### config.mk
export PLATFORM = sky130hd
export DESIGN_NAME = hte_bit_packer
export DESIGN_NICKNAME = d
export VERILOG_FILES = /design/src/rtl/assert_macros.svh /design/src/rtl/hte_pkg.sv /design/src/rtl/hte_bit_packer.sv
export SDC_FILE = /design/constraint.sdc
export NUM_CORES = 1
export LEC_CHECK = 0
export ABC_AREA = 1
export BUFFER_PORTS_ARGS = -buffer_cell sky130_fd_sc_hd__buf_4
export CAP_MARGIN = 20
export CORE_MARGIN = 4
export CORE_UTILIZATION = 30
export DETAILED_ROUTE_END_ITERATION = 10
export PLACE_DENSITY = 0.57
export SYNTH_ARGS = -nofsm -noshare
export SYNTH_HDL_FRONTEND = slang
export SYNTH_SLANG_ARGS = --single-unit
### constraint.sdc
create_clock -name clk -period 3.04 [get_ports clk]
set_input_delay 0.456 -clock clk [delete_from_list [all_inputs] [get_ports clk]]
set_output_delay 0.456 -clock clk [all_outputs]
set_load 0.1 [all_outputs]
### src/rtl/assert_macros.svh
// ---------------------------------------------------------------------------
// Assertion macros
// Shared concurrent assertion shorthands for the Huffman encoder RTL.
// ---------------------------------------------------------------------------
`ifndef ASSERT_MACROS_SVH
`define ASSERT_MACROS_SVH

// Same-cycle implication, disabled during reset.
`define ASSERT_IMPLY(lbl, clk, rst_n, ante, cons, msg) \
    lbl: assert property (@(posedge clk) disable iff (!rst_n) (ante) |-> (cons)) \
        else $error(msg);

// Next-cycle implication, disabled during reset.
`define ASSERT_NEXT(lbl, clk, rst_n, ante, cons, msg) \
    lbl: assert property (@(posedge clk) disable iff (!rst_n) (ante) |=> (cons)) \
        else $error(msg);

`endif

### src/rtl/hte_pkg.sv
// ---------------------------------------------------------------------------
// hte_pkg
// Types and constants shared by the Huffman table encoder modules.
// ---------------------------------------------------------------------------
package hte_pkg;

    localparam int DEFAULT_MAX_CODE_LEN = 16;
    localparam int DEFAULT_SYMBOL_COUNT = 256;

    // Fixed field widths of the item channels
    localparam int SYM_W      = 8;
    localparam int CODE_IN_W  = 16;
    localparam int LEN_IN_W   = 5;
    localparam int BYTE_W     = 8;
    localparam int TOTAL_W    = 32;
    localparam int PEND_W     = 7;
    localparam int PCNT_W     = 3;

    // Result queue sizing (entries hold one or two bytes)
    localparam int QUEUE_DEPTH = 4;
    localparam int QPTR_W      = 2;
    localparam int QCNT_W      = 3;

    typedef enum logic [1:0] {
        OP_LOAD   = 2'd0,
        OP_ENCODE = 2'd1,
        OP_FLUSH  = 2'd2
    } op_t;

    // Lookup stage output: item after the table read
    typedef struct packed {
        logic                 vld;
        logic [1:0]           op;
        logic [LEN_IN_W-1:0]  len;
        logic [CODE_IN_W-1:0] code;
    } lookup_t;

    // One queue entry: one or two output bytes from a single item
    typedef struct packed {
        logic               two;
        logic [BYTE_W-1:0]  first;
        logic [BYTE_W-1:0]  second;
        logic [TOTAL_W-1:0] total;
    } res_t;

endpackage

### src/rtl/hte_bit_packer.sv
// ---------------------------------------------------------------------------
// hte_bit_packer
// Pending-bit accumulator, byte extraction and saturating bit total.
// ---------------------------------------------------------------------------
module hte_bit_packer (
    input  logic             clk,
    input  logic             rst_n,
    input  hte_pkg::lookup_t lookup,
    output logic             push,
    output hte_pkg::res_t    res
);

    localparam int ACC_W = hte_pkg::PEND_W + hte_pkg::CODE_IN_W;

    logic [hte_pkg::PEND_W-1:0]  pend_bits_reg, pend_bits_next;
    logic [hte_pkg::PCNT_W-1:0]  pend_cnt_reg,  pend_cnt_next;
    logic [hte_pkg::TOTAL_W-1:0] total_reg,     total_next;

    logic [ACC_W-1:0]              acc;
    logic [hte_pkg::LEN_IN_W-1:0]  cnt;
    logic [hte_pkg::LEN_IN_W-1:0]  sh0;
    logic [hte_pkg::LEN_IN_W-1:0]  sh1;
    logic [hte_pkg::TOTAL_W:0]     sum;
    logic [hte_pkg::TOTAL_W-1:0]   sat_total;
    logic [hte_pkg::PCNT_W-1:0]    new_cnt;
    logic [hte_pkg::PEND_W-1:0]    new_mask;

    always_comb
    begin
        acc = (ACC_W'(pend_bits_reg) << lookup.len) | ACC_W'(lookup.code);
        cnt = hte_pkg::LEN_IN_W'(pend_cnt_reg) + lookup.len;
        sh0 = cnt - hte_pkg::LEN_IN_W'(8);
        sh1 = cnt - hte_pkg::LEN_IN_W'(16);
        sum = {1'b0, total_reg} + (hte_pkg::TOTAL_W + 1)'(lookup.len);
        sat_total = sum[hte_pkg::TOTAL_W] ? '1 : sum[hte_pkg::TOTAL_W-1:0];
        new_cnt  = cnt[hte_pkg::PCNT_W-1:0];
        new_mask = (hte_pkg::PEND_W'(1) << new_cnt) - hte_pkg::PEND_W'(1);
    end

    always_comb
    begin
        pend_bits_next = pend_bits_reg;
        pend_cnt_next  = pend_cnt_reg;
        total_next     = total_reg;
        push           = 1'b0;
        res.two        = 1'b0;
        res.first      = hte_pkg::BYTE_W'(acc >> sh0);
        res.second     = hte_pkg::BYTE_W'(acc >> sh1);
        res.total      = sat_total;
        if (lookup.vld)
        begin
            case (lookup.op)
                hte_pkg::OP_ENCODE:
                begin
                    if (lookup.len != '0)
                    begin
                        total_next     = sat_total;
                        pend_cnt_next  = new_cnt;
                        pend_bits_next = hte_pkg::PEND_W'(acc) & new_mask;
                        push           = (cnt >= hte_pkg::LEN_IN_W'(8));
                        res.two        = (cnt >= hte_pkg::LEN_IN_W'(16));
                    end
                end
                hte_pkg::OP_FLUSH:
                begin
                    // leftover bits go out right-aligned; total unchanged
                    res.first = hte_pkg::BYTE_W'(pend_bits_reg);
                    res.total = total_reg;
                    if (pend_cnt_reg != '0)
                    begin
                        push           = 1'b1;
                        pend_bits_next = '0;
                        pend_cnt_next  = '0;
                    end
                end
                default:
                begin
                    push = 1'b0;
                end
            endcase
        end
    end

    always_ff @(posedge clk or negedge rst_n)
    begin
        if (!rst_n)
        begin
            pend_bits_reg <= '0;
            pend_cnt_reg  <= '0;
            total_reg     <= '0;
        end
        else
        begin
            pend_bits_reg <= pend_bits_next;
            pend_cnt_reg  <= pend_cnt_next;
            total_reg     <= total_next;
        end
    end

endmodule

==> flow_summary.ini <==
[timing]
final.setup_skew_ns = 0.00609
final-setup-viol-count = 16
clock.fmax_mhz = 321
finalHoldViolCount = 0
finalMaxSlewViolations = 0
rsz_0062_raised_after_global_routing = yes
slew_headroom_pct = 59.9
finalHoldWorstSlack_ns = 0.174
finalSetupTns_ns = -0.443
min_period_over_period_pct = 102
timing.final.crit_period_ns = 3.11
worst_pin_slew_ns = 0.601
timing.final.ws_setup_ns = -0.0720

[layout]
layoutNonFillerInstCount = 1265
num-nets-final = 1085
area_growth_syn_to_layout_pct = 66.2
layout_cells_sized_above_1_pct = 36.9
multi_input_area_sq_um = 4660
regArea_sq_um = 1050
filler_cell_count = 1603
largest_register_ffs = 32
final_core_utilization_pct = 51.5
antenna_cells_inserted = 0

[detailed_routing]
finalWirelength_um = 21000
wire_per_inst_um = 16.6
route.detailed.drc = 0
routed-via-count = 6730
via_cell_ratio = 5.32
antenna_violating_nets_left = 0
initialDrtViolationCount = 596
drt_first_pass_iters = 5

[yosys]
synth_compound_area_share_pct = 14.1
yosysWarningCount = 0
ys_ff_latch = 42
dominantRegCellSynth = dfrtp_1
xor_xnor_fraction_of_synth_area_pct = 0.675
combinational_family_with_the_most_area_after_synthesis = simple AND/OR/NAND/NOR gates
syn-cell-area_sq_um = 5190
synth-edff-count = 0
postSynthAreaPerCell_sq_um = 5.80
synthSimpleGateAreaFrac_pct = 49.5
synth_mux_area_share_pct = 0
synthAdderAreaFrac_pct = 3.91
syn_nets = 936
seq_area_frac_synth_pct = 20.3
yosys.cell_types.count = 46
async_flop_share_pct = 100
synthesis.instances = 895

[clock_tree]
clockBufferDepth = 2
library_cell_used_as_clock_root_buffer = clkbuf_16
post_cts_hold_buffer_count = 0
cts-buffers-inserted = 5
path_clk_slew_ns = 0.06
clk-insertion-delay-late_ns = 0.29
cts_tree = built
htree_levels = 2
total_number_of_clock_tree_sinks = 42

[worst_setup_path]
crit_type = reg -> out
cpMaxStageDelayCell = dfrtp_1
cp_cell_sequence = ha_4 -> fa_2 -> nand2_2 -> a21oi_4 -> xor2_4 -> inv_4 -> ha_4 -> nand2_4 -> inv_8 -> nand3_2 -> nand2_2 -> inv_2 -> a21oi_4 -> buf_12
timing.critical_path.from_type = flip-flop
worst_ep_required_time_ns = 2.58
worst-path-max-fanout = 6
number_of_cells_on_the_worst_reg_to_reg_path = 16
critical-path-top-delay-family = adder cells
timing.critical_path.arrival_ns = 2.66
r2r_end = pend_bits_reg[6]
crit_buf_inv = 4
critical_path.endpoint_type = output port
critical_path.reg2reg.startpoint = pend_cnt_reg[0]
r2r_setup_slack_ns = 0.32
cpPeakStageDelay_ns = 0.41
critical_path_cell_count = 14

[placement]
place.detailed.instances = 1231
gp_routability_congestion = 0.935
portBuffers = 75
detailedPlacementHpwl_um = 15400

[floorplan]
die-height_um = 140
design.portCount = 76
std_cell_rows = 47
floorplan.core_area_sq_um = 16800
start_util_pct = 31.0
chipWidth_um = 140
floorplan.die_area_sq_um = 19500

[outcome]
failed_checks = setup timing
result_of_the_run = complete, but fails checks

[grt]
grt_pass1_vias = 6538
grt_max_degree = 62
groute.usage.overall_pct = 20.9
grt_pass1_wl_um = 33600
number_of_antenna_violations_at_the_first_check_in_global_routing = 0
overall_overflow_remaining_after_global_route = 0

[run]
max_cap_violations = 0

[hold_path]
hp-class = in -> async
==> cell usage in the layout, fill, tap and decap left out, types with 6 or more instances in the layout <==
cell and count:
nand3_2 22, ha_4 6, buf_4 117, clkbuf_16 6
nor3_1 12, o21ai_1 11, o21ai_4 18, a21oi_2 6
inv_4 8, nor2_1 36, a21oi_4 9, inv_1 80
a21oi_1 9, o21ai_0 39, nand3_4 17, nand3_1 160
ha_1 6, buf_6 8, nand2_1 222, nand2_2 24
nand4_1 19, nand2_4 18, buf_12 48, inv_2 12
o21ai_2 20, nor2_4 8, nor2_2 7, dfrtp_1 42
==> metrics by stage <==
step	worst slack (ns)	area, sq um
6_report	-0.0720	8630
5_1_grt	-0.218	8630
4_1_cts	-0.0686	7850
3_5_place_dp	-0.248	6870
3_3_place_gp	-0.211	6870
2_1_floorplan	-0.498	5620
==> synth_stat cells, drive strengths merged, types with 2 or more instances <==
master	number	area (sq um)
inv	102	388
clkinv	2	7.51
xnor2	2	17.5
nor3	16	85.1
clkbuf	12	45.0
dfrtp	42	1050
a21oi	24	124
o211ai	2	15.0
nand3	199	1030
fa	2	40.0
a31oi	8	50.1
buf	25	160
o21ai	88	463
o31ai	2	15.0
xor2	2	17.5
nand2	265	1030
nor4	6	52.6
nor2	51	219
or2	5	31.3
ha	13	163
nand4	19	119
==> metal layers <==
layer | part of all wire (%) | track usage [%] | vias up
li1 | - | - | 3305
met1 | 41 | 26.6 | 3153
met2 | 51 | 37.4 | 235
met3 | 5.3 | 2.50 | 37
met4 | 2.4 | 5.41 | 0
met5 | 0 | 0 | -
==> cell families (layout without fill, tap and decap cells) <==
group	after synthesis	count (layout)
xor+xnor	4	4
buf+inv	141	291
fa+ha+maj	15	15
compound gates	131	131
flops	42	42
simple gates	562	562
==> final cells by class <==
cell class,instances,share of cell area [%]
tap,220,3.19
clock buffer,7,1.54
timing repair buffer,179,23.8
inverter,104,4.90
sequential,42,12.2
clock inverter,1,0.348
multi-input combinational,712,54.0
==> timing repair <==
action | CTS | global route
endpoints found under the hold margin | 0 | 0
setup buffers | 13 | 11
pin swaps | 22 | 16
gates resized for setup | 168 | 147
setup endpoints to repair | 49 | 49
gates cloned | 2 | 1
==> worst max-delay path by stage <==
| stage | endpoint | startpoint |
|---|---|---|
| 6_report | res[42] | pend_cnt_reg[0] |
| 5_1_grt | res[41] | pend_cnt_reg[0] |
| 4_1_cts | res[41] | pend_cnt_reg[0] |
| 3_5_place_dp | res[41] | lookup[16] |
| 3_3_place_gp | res[41] | lookup[16] |
| 2_1_floorplan | res[22] | lookup[21] |
Power is left out: the tool's default activity adds up to more than one toggle a clock period on the data nets, which glitch-free logic cannot reach.
