===== src/rtl/assert_macros.svh =====
// ---------------------------------------------------------------------------
// Assertion macros
// Shared concurrent assertion shorthands for the Huffman encoder RTL.
// ---------------------------------------------------------------------------
`ifndef ASSERT_MACROS_SVH
`define ASSERT_MACROS_SVH

// Same-cycle implication, disabled during reset.
`define ASSERT_IMPLY(lbl, clk, rst_n, ante, cons, msg) \
    lbl: assert property (@(posedge clk) disable iff (!rst_n) (ante) |-> (cons)) \
        else $error(msg);

// Next-cycle implication, disabled during reset.
`define ASSERT_NEXT(lbl, clk, rst_n, ante, cons, msg) \
    lbl: assert property (@(posedge clk) disable iff (!rst_n) (ante) |=> (cons)) \
        else $error(msg);

`endif


===== src/rtl/hte_pkg.sv =====
// ---------------------------------------------------------------------------
// hte_pkg
// Types and constants shared by the Huffman table encoder modules.
// ---------------------------------------------------------------------------
package hte_pkg;

    localparam int DEFAULT_MAX_CODE_LEN = 16;
    localparam int DEFAULT_SYMBOL_COUNT = 256;

    // Fixed field widths of the item channels
    localparam int SYM_W      = 8;
    localparam int CODE_IN_W  = 16;
    localparam int LEN_IN_W   = 5;
    localparam int BYTE_W     = 8;
    localparam int TOTAL_W    = 32;
    localparam int PEND_W     = 7;
    localparam int PCNT_W     = 3;

    // Result queue sizing (entries hold one or two bytes)
    localparam int QUEUE_DEPTH = 4;
    localparam int QPTR_W      = 2;
    localparam int QCNT_W      = 3;

    typedef enum logic [1:0] {
        OP_LOAD   = 2'd0,
        OP_ENCODE = 2'd1,
        OP_FLUSH  = 2'd2
    } op_t;

    // Lookup stage output: item after the table read
    typedef struct packed {
        logic                 vld;
        logic [1:0]           op;
        logic [LEN_IN_W-1:0]  len;
        logic [CODE_IN_W-1:0] code;
    } lookup_t;

    // One queue entry: one or two output bytes from a single item
    typedef struct packed {
        logic               two;
        logic [BYTE_W-1:0]  first;
        logic [BYTE_W-1:0]  second;
        logic [TOTAL_W-1:0] total;
    } res_t;

endpackage


===== src/rtl/hte_out_queue.sv =====
// ---------------------------------------------------------------------------
// hte_out_queue
// Small result queue; an entry with two bytes is sent over two items.
// ---------------------------------------------------------------------------
`include "assert_macros.svh"

module hte_out_queue (
    input  logic                           clk,
    input  logic                           rst_n,
    input  logic                           push,
    input  hte_pkg::res_t                  res,
    output logic [hte_pkg::QCNT_W-1:0]     count,
    output logic                           m_tvalid,
    input  logic                           m_tready,
    output logic [hte_pkg::BYTE_W-1:0]     out_byte,
    output logic                           out_last,
    output logic [hte_pkg::TOTAL_W-1:0]    out_total
);

    hte_pkg::res_t q [hte_pkg::QUEUE_DEPTH];

    logic [hte_pkg::QPTR_W-1:0] wr_ptr_reg, wr_ptr_next;
    logic [hte_pkg::QPTR_W-1:0] rd_ptr_reg, rd_ptr_next;
    logic [hte_pkg::QCNT_W-1:0] count_reg,  count_next;
    logic                       half_reg,   half_next;

    hte_pkg::res_t head;
    logic          xfer;
    logic          pop_entry;

    assign head      = q[rd_ptr_reg];
    assign m_tvalid  = (count_reg != '0);
    assign xfer      = m_tvalid && m_tready;
    assign pop_entry = xfer && (!head.two || half_reg);
    assign out_byte  = half_reg ? head.second : head.first;
    assign out_last  = !head.two || half_reg;
    assign out_total = head.total;
    assign count     = count_reg;

    always_comb
    begin
        wr_ptr_next = wr_ptr_reg + hte_pkg::QPTR_W'(push);
        rd_ptr_next = rd_ptr_reg + hte_pkg::QPTR_W'(pop_entry);
        count_next  = count_reg + hte_pkg::QCNT_W'(push) - hte_pkg::QCNT_W'(pop_entry);
        half_next   = half_reg;
        if (xfer)
        begin
            half_next = head.two && !half_reg;
        end
    end

    always_ff @(posedge clk)
    begin
        if (push)
        begin
            q[wr_ptr_reg] <= res;
        end
    end

    always_ff @(posedge clk or negedge rst_n)
    begin
        if (!rst_n)
        begin
            wr_ptr_reg <= '0;
            rd_ptr_reg <= '0;
            count_reg  <= '0;
            half_reg   <= 1'b0;
        end
        else
        begin
            wr_ptr_reg <= wr_ptr_next;
            rd_ptr_reg <= rd_ptr_next;
            count_reg  <= count_next;
            half_reg   <= half_next;
        end
    end

    `ASSERT_IMPLY(a_no_overflow, clk, rst_n, push, (count_reg < hte_pkg::QCNT_W'(hte_pkg::QUEUE_DEPTH)), "result queue overflow")
    `ASSERT_IMPLY(a_half_on_pair, clk, rst_n, half_reg, ((count_reg != '0) && head.two), "second half without a two-byte entry")
    `ASSERT_NEXT(a_half_clears, clk, rst_n, (xfer && half_reg), !half_reg, "second byte sent but half flag stuck")

endmodule


===== config.mk =====
export PLATFORM = sky130hd
export DESIGN_NAME = hte_out_queue
export DESIGN_NICKNAME = d
export VERILOG_FILES = /design/src/rtl/hte_pkg.sv /design/src/rtl/hte_out_queue.sv
export VERILOG_INCLUDE_DIRS = /design/src /design/src/rtl
export SDC_FILE = /design/constraint.sdc
export NUM_CORES = 1
export LEC_CHECK = 0
export BUFFER_PORTS_ARGS = -buffer_cell sky130_fd_sc_hd__buf_4
export CORE_ASPECT_RATIO = 1.1
export CORE_UTILIZATION = 40
export DETAILED_ROUTE_END_ITERATION = 12
export SLEW_MARGIN = 15
export SYNTH_ARGS = -nofsm -noshare
export SYNTH_HDL_FRONTEND = slang
export SYNTH_SLANG_ARGS = --single-unit

===== constraint.sdc =====
create_clock -name clk -period 4.3 [get_ports clk]
set_input_delay 0.215 -clock clk [delete_from_list [all_inputs] [get_ports clk]]
set_output_delay 0.215 -clock clk [all_outputs]
set_load 0.01 [all_outputs]

==> flow_metrics.tcl, run 1 <==
set metrics [dict create \
    finalSetupTns_ns 0 \
    critical_path_arrival_ns 2.77 \
    synth_top_area_share_pct 76.9 \
    hp-class "in2async" \
    leakage_nw 3.43 \
    cts-root-buf "clkbuf_16" \
    drive_above_1_share_pct 38.0 \
    placed_cells 639 \
    fp.dieW_um 134 \
    power_mw 6.39 \
    ys_ff_latch 204 \
    synth_top_area_cell "edfxtp_1" \
    nFillCells 1465 \
    die-area_um2 19700 \
    yosysSeqAreaShare_pct 79.5 \
    synth_compound_area_share_pct 0.653 \
    p_int_mw 4.64 \
    areaGrowthSynthToFinish_pct 28.3 \
    comb_power_share_pct 30.1 \
    syn_nets 362 \
    fp.coreArea_um2 18500 \
    drt_iter0_markers 157 \
    cts_buffer_depth 3 \
    gp_congestion 0.722 \
    slew_headroom_pct 26.0 \
    grt_pass1_wl_mm 20.8 \
    synthFlopType "edfxtp_1" \
    clkSinkCount 204 \
    synth_area_leaders "edfxtp_1 77%, mux4_2 10%, mux4_1 4.5%" \
    cts_setup_buffers 0 \
    worstSetupStartpointType "register" \
    synth.avg_cell_area_um2 25.0 \
    power.net_switching_mw 1.75 \
    via_count 3595 \
    synthAdderAreaFrac_pct 0.588 \
    yosysMostFrequentCell "edfxtp_1" \
    clock_skew_ns 0.00558 \
    synthCells 306 \
    worstRegToRegCells 8 \
    worstPathMaxFanout 44 \
    grt-ovfl-total 0 \
    ios 98 \
    max_freq_mhz 335 \
    grt_pass1_vias 3890 \
    synth_top_family_by_area "multiplexers" \
    synth-async-reset-ratio_pct 3.92 \
    vdd_drop_max_v 0.000361 \
    seqPwrFrac_pct 43.6 \
    antenna_found_initial 1 \
    critical_path_class "reg2out" \
    fin_area_um2 9830 \
    start_util_pct 41.3 \
    post_dp_cell_area_um2 8680 \
    htreeDepth 1 \
    hold_viol 0 \
    switching_share_pct 27.4 \
    ant_nets 0 \
    synth_edf_count 196 \
    wl_per_cell_um 18.4 \
    fin_util_pct 53.0 \
    status "finished, final reports clean" \
    rows 52 \
    drt_wl_total_mm 13.3 \
    stdcell_count 725 \
    viasPerCell 4.96 \
    synthXorXnorAreaFrac_pct 0.572 \
    path_clk_slew_ns 0.06 \
    timing.rr.end "count[2]$_DFF_PN0_" \
    slew_violations 0 \
    synthMuxAreaShare_pct 16.4 \
    dpl.hpwl_mm 7.72 \
    ff2ff_setup_slack_ns 1.85 \
    period_share_pct 69.5 \
    r2r-start "half_reg$_DFFE_PN0P_" \
    drt_pass1_iterations 4 \
    end_kind "output pin" \
    yosys-top-cells-count "196 x edfxtp_1, 35 x mux4_2, 13 x mux4_1, 10 x mux2_2, 8 x dfrtp_1" \
    port_buffers 97 \
    cellPowerDensity_nw_per_um2 651 \
    required_ns 4.09 \
    finalSetupViolations 0 \
    clockPowerShare_pct 26.3 \
    synthSimpleGateAreaFrac_pct 1.05 \
    ys_warn_count 0 \
    grt_use_total_pct 14.0 \
    rsz0062_at_grt "no" \
    cap_viol_max_count 0 \
    ys_types 32 \
    clock_latency_ns 0.47 \
    grt_start_max_net_pins 45 \
    die_h_um 147 \
    largest_reg_flops 196 \
    worstMarginPinSlew_ns 1.11 \
    nNetsFinal 526 \
    layout_min_cycle_time_ns 2.99 \
    drcViolationCount 0 \
    cts_tree "done" \
    cts_buffers 21 \
    syn_area_um2 7660 \
]
[worst max-delay path, stage by stage, from the launching register on]
cell and delay, ns:
dfrtp_4 0.52, buf_4 0.69, mux4_1 0.63, mux2_2 0.30, buf_4 0.15
[worst max path at each step]
stage,from,end,slack [ns]
2_1_floorplan,wr_ptr_reg[1]$_DFF_PN0_,q[2][0]$_DFFE_PP_,1.33
3_3_place_gp,rd_ptr_reg[0]$_DFF_PN0_,out_byte[3],1.71
3_5_place_dp,rd_ptr_reg[0]$_DFF_PN0_,out_byte[6],1.72
4_1_cts,rd_ptr_reg[0]$_DFF_PN0_,out_byte[6],1.19
5_1_grt,rd_ptr_reg[0]$_DFF_PN0_,out_byte[6],1.09
6_report,rd_ptr_reg[0]$_DFF_PN0_,out_byte[6],1.31
[through the flow]
stage / setup slack [ns] / hold WS (ns)
2_1_floorplan: 1.33 / -0.0806
3_3_place_gp: 1.71 / 0.0432
3_5_place_dp: 1.72 / 0.0491
4_1_cts: 1.19 / 0.0797
5_1_grt: 1.09 / 0.0850
6_report: 1.31 / 0.0977
[layout make-up]
cell class                 instances  area, um2  area share, %
inverter                           2       7.51         0.0764
antenna                            1       2.50         0.0255
multi-input combinational         87       1490           15.2
timing repair buffer             154       1300           13.2
clock buffer                      25        541           5.50
tap                              243        304           3.09
sequential                       204       6090           62.0
clock inverter                     9       91.3          0.930
[what timing repair did]
action / 4_1_cts / 5_1_grt
hold endpoints to repair: 206 / 0
gates resized for setup: 0 / 0
hold buffers: 51 / 0
setup endpoints to repair: 0 / 0
[cells in the final DEF, fill, tap and decap left out, types with 2 or more instances in the layout]
master / n
xor2_1: 3
clkinv_2: 4
inv_1: 2
buf_4: 102
dfrtp_1: 6
edfxtp_1: 196
mux2_2: 10
mux4_2: 35
bufinv_16: 2
mux4_1: 13
clkbuf_1: 4
nand2_1: 2
clkbuf_16: 21
clkinv_1: 3
dlygate4sd3_1: 51
nor2b_1: 3
ha_1: 2
xnor2_1: 2
[per-layer routing]
layer,share of wire [%],wire [um],vias to the layer above,global-route usage [%]
met5,0,0,-,0
li1,-,-,1640,-
met2,52,6950,79,24.8
met3,4.6,619,22,3.07
met1,41,5490,1854,17.0
met4,1.9,254,0,4.38
[cells by family (layout without fill, tap and decap cells)]
group / count (synthesis) / count (layout)
AO/OA/AOI/OAI: 6 / 6
XOR/XNOR: 5 / 5
adder cells (fa/ha/maj): 3 / 3
buffers and inverters: 15 / 190
flip-flops: 204 / 204
multiplexers: 59 / 59
other: 0 / 1
AND/OR/NAND/NOR: 14 / 14
[power by group through the flow]
| stage | registers [mW] | clock network, mW | logic (mW) |
|---|---|---|---|
| CTS | 2.79 | 1.73 | 1.99 |
| floorplan | 2.75 | 0 | 1.25 |
| finish | 2.79 | 1.68 | 1.93 |
| detailed placement | 2.84 | 0 | 1.94 |
| global placement | 2.81 | 0 | 1.94 |
| global route | 2.83 | 1.81 | 2.09 |
(Power assumes the default switching activity.)
==> run 2: changes to the inputs <==
Clock period 4.3 ns to 3.1 ns, I/O delays scaled along.
==> flow_metrics.tcl, run 2 (same netlist as run 1, synthesis figures left out) <==
set metrics [dict create \
    drt_iter0_markers 184 \
    start_util_pct 41.3 \
    areaGrowthSynthToFinish_pct 29.8 \
    die-area_um2 19700 \
    layout_min_cycle_time_ns 2.64 \
    finalSetupTns_ns 0 \
    p_int_mw 6.60 \
    slew_headroom_pct 48.2 \
    die_h_um 147 \
    mostFrequentLayoutCells "196 x edfxtp_1, 104 x buf_4, 51 x dlygate4sd3_1" \
    viasPerCell 5.05 \
    fp.dieW_um 134 \
    critical_path_class "reg2out" \
    wl_per_cell_um 19.4 \
    leakage_nw 3.49 \
    drive_above_1_share_pct 38.9 \
    via_count 3695 \
    grt_pass1_wl_mm 22.5 \
    grt_start_max_net_pins 32 \
    clkSinkCount 204 \
    htreeDepth 1 \
    max_freq_mhz 379 \
    grt_use_total_pct 15.1 \
    cellPowerDensity_nw_per_um2 917 \
    cts_buffers 22 \
    hold_viol 0 \
    dpl.hpwl_mm 8.24 \
    worstMarginPinSlew_ns 0.775 \
    cap_viol_max_count 0 \
    comb_power_share_pct 31.1 \
    largest_reg_flops 196 \
    clock_latency_ns 0.49 \
    cts-root-buf "clkbuf_16" \
    required_ns 2.94 \
    switching_share_pct 27.6 \
    drcViolationCount 0 \
    layout_commonest_cell "edfxtp_1" \
    path_clk_slew_ns 0.06 \
    nNetsFinal 531 \
    n_antenna_cell 0 \
    finalSetupViolations 0 \
    hp-class "in2async" \
    worstSetupStartpointType "register" \
    antenna_found_initial 0 \
    port_buffers 97 \
    worstPathMaxFanout 28 \
    power.net_switching_mw 2.52 \
    drt_wl_total_mm 14.2 \
    end_kind "output pin" \
    clockPowerShare_pct 27.2 \
    clock_skew_ns 0.00557 \
    ios 98 \
    fin_util_pct 53.6 \
    rsz0062_at_grt "no" \
    worstRegToRegCells 8 \
    period_share_pct 85.1 \
    ant_nets 0 \
    critical_path_arrival_ns 2.48 \
    fp.coreArea_um2 18500 \
    drt_pass1_iterations 4 \
    slew_violations 0 \
    vdd_drop_max_v 0.000477 \
    rows 52 \
    cts_tree "done" \
    status "finished, final reports clean" \
    cts_resized 0 \
    seqPwrFrac_pct 41.7 \
    cts_buffer_depth 3 \
    grt_pass1_vias 4081 \
    gp_congestion 0.681 \
    grt-ovfl-total 0 \
]
[run 2: final cells by class]
type	count	area, um2
timing repair buffer	158	1350
tap	243	304
inverter	2	7.51
clock buffer	28	594
fill	1480	8610
clock inverter	10	96.3
sequential	204	6090
multi-input combinational	87	1490
[run 2: final timing paths]
check	from	end	slack (ns)
max in group asynchronous	rst_n	rd_ptr_reg[0]$_DFF_PN0_	2.90
hold / removal	rst_n	count[2]$_DFF_PN0_	0.03
setup / recovery	rd_ptr_reg[0]$_DFF_PN0_	out_byte[6]	0.46
setup reg to reg	rd_ptr_reg[0]$_DFF_PN0_	count[2]$_DFF_PN0_	0.78
hold reg to reg	count[2]$_DFF_PN0_	count[2]$_DFF_PN0_	0.56
min in group clk	m_tready	half_reg$_DFFE_PN0P_	0.07
[run 2: stage by stage]
step	hold WS [ns]	power (mW)	std cells	setup WS, ns	area, um2
2_1_floorplan	-0.141	5.55	306	0.127	7660
3_3_place_gp	-0.0166	6.67	643	0.846	8740
3_5_place_dp	-0.0114	6.71	643	0.772	8740
4_1_cts	0.0186	9.26	732	0.416	9940
5_1_grt	0.0208	9.57	732	0.349	9940
6_report	0.0328	9.11	732	0.462	9940
[run 2: power by group through the flow]
stage / Combinational [mW] / Clock, mW / Sequential [mW]
floorplan: 1.73 / 0 / 3.82
global placement: 2.85 / 0 / 3.82
detailed placement: 2.85 / 0 / 3.86
CTS: 2.92 / 2.54 / 3.80
global route: 3.08 / 2.65 / 3.85
finish: 2.84 / 2.48 / 3.80
[run 2: per-layer routing]
layer | routed length, um | vias to the layer above | track usage [%]
li1 | - | 1646 | -
met1 | 6030 | 1942 | 19.6
met2 | 7340 | 90 | 26.1
met3 | 597 | 17 | 2.59
met4 | 205 | 0 | 4.43
met5 | 0 | - | 0
[run 2: critical path: stages (launching register included)]
cell     delay (ns)
dfrtp_4        0.43
buf_4          0.49
mux4_1         0.64
mux2_2         0.29
buf_4          0.15
[run 2: what timing repair did]
item | CTS | global route
hold buffers | 51 | 0
hold endpoints to repair | 206 | 0
buffers inserted | 0 | 0
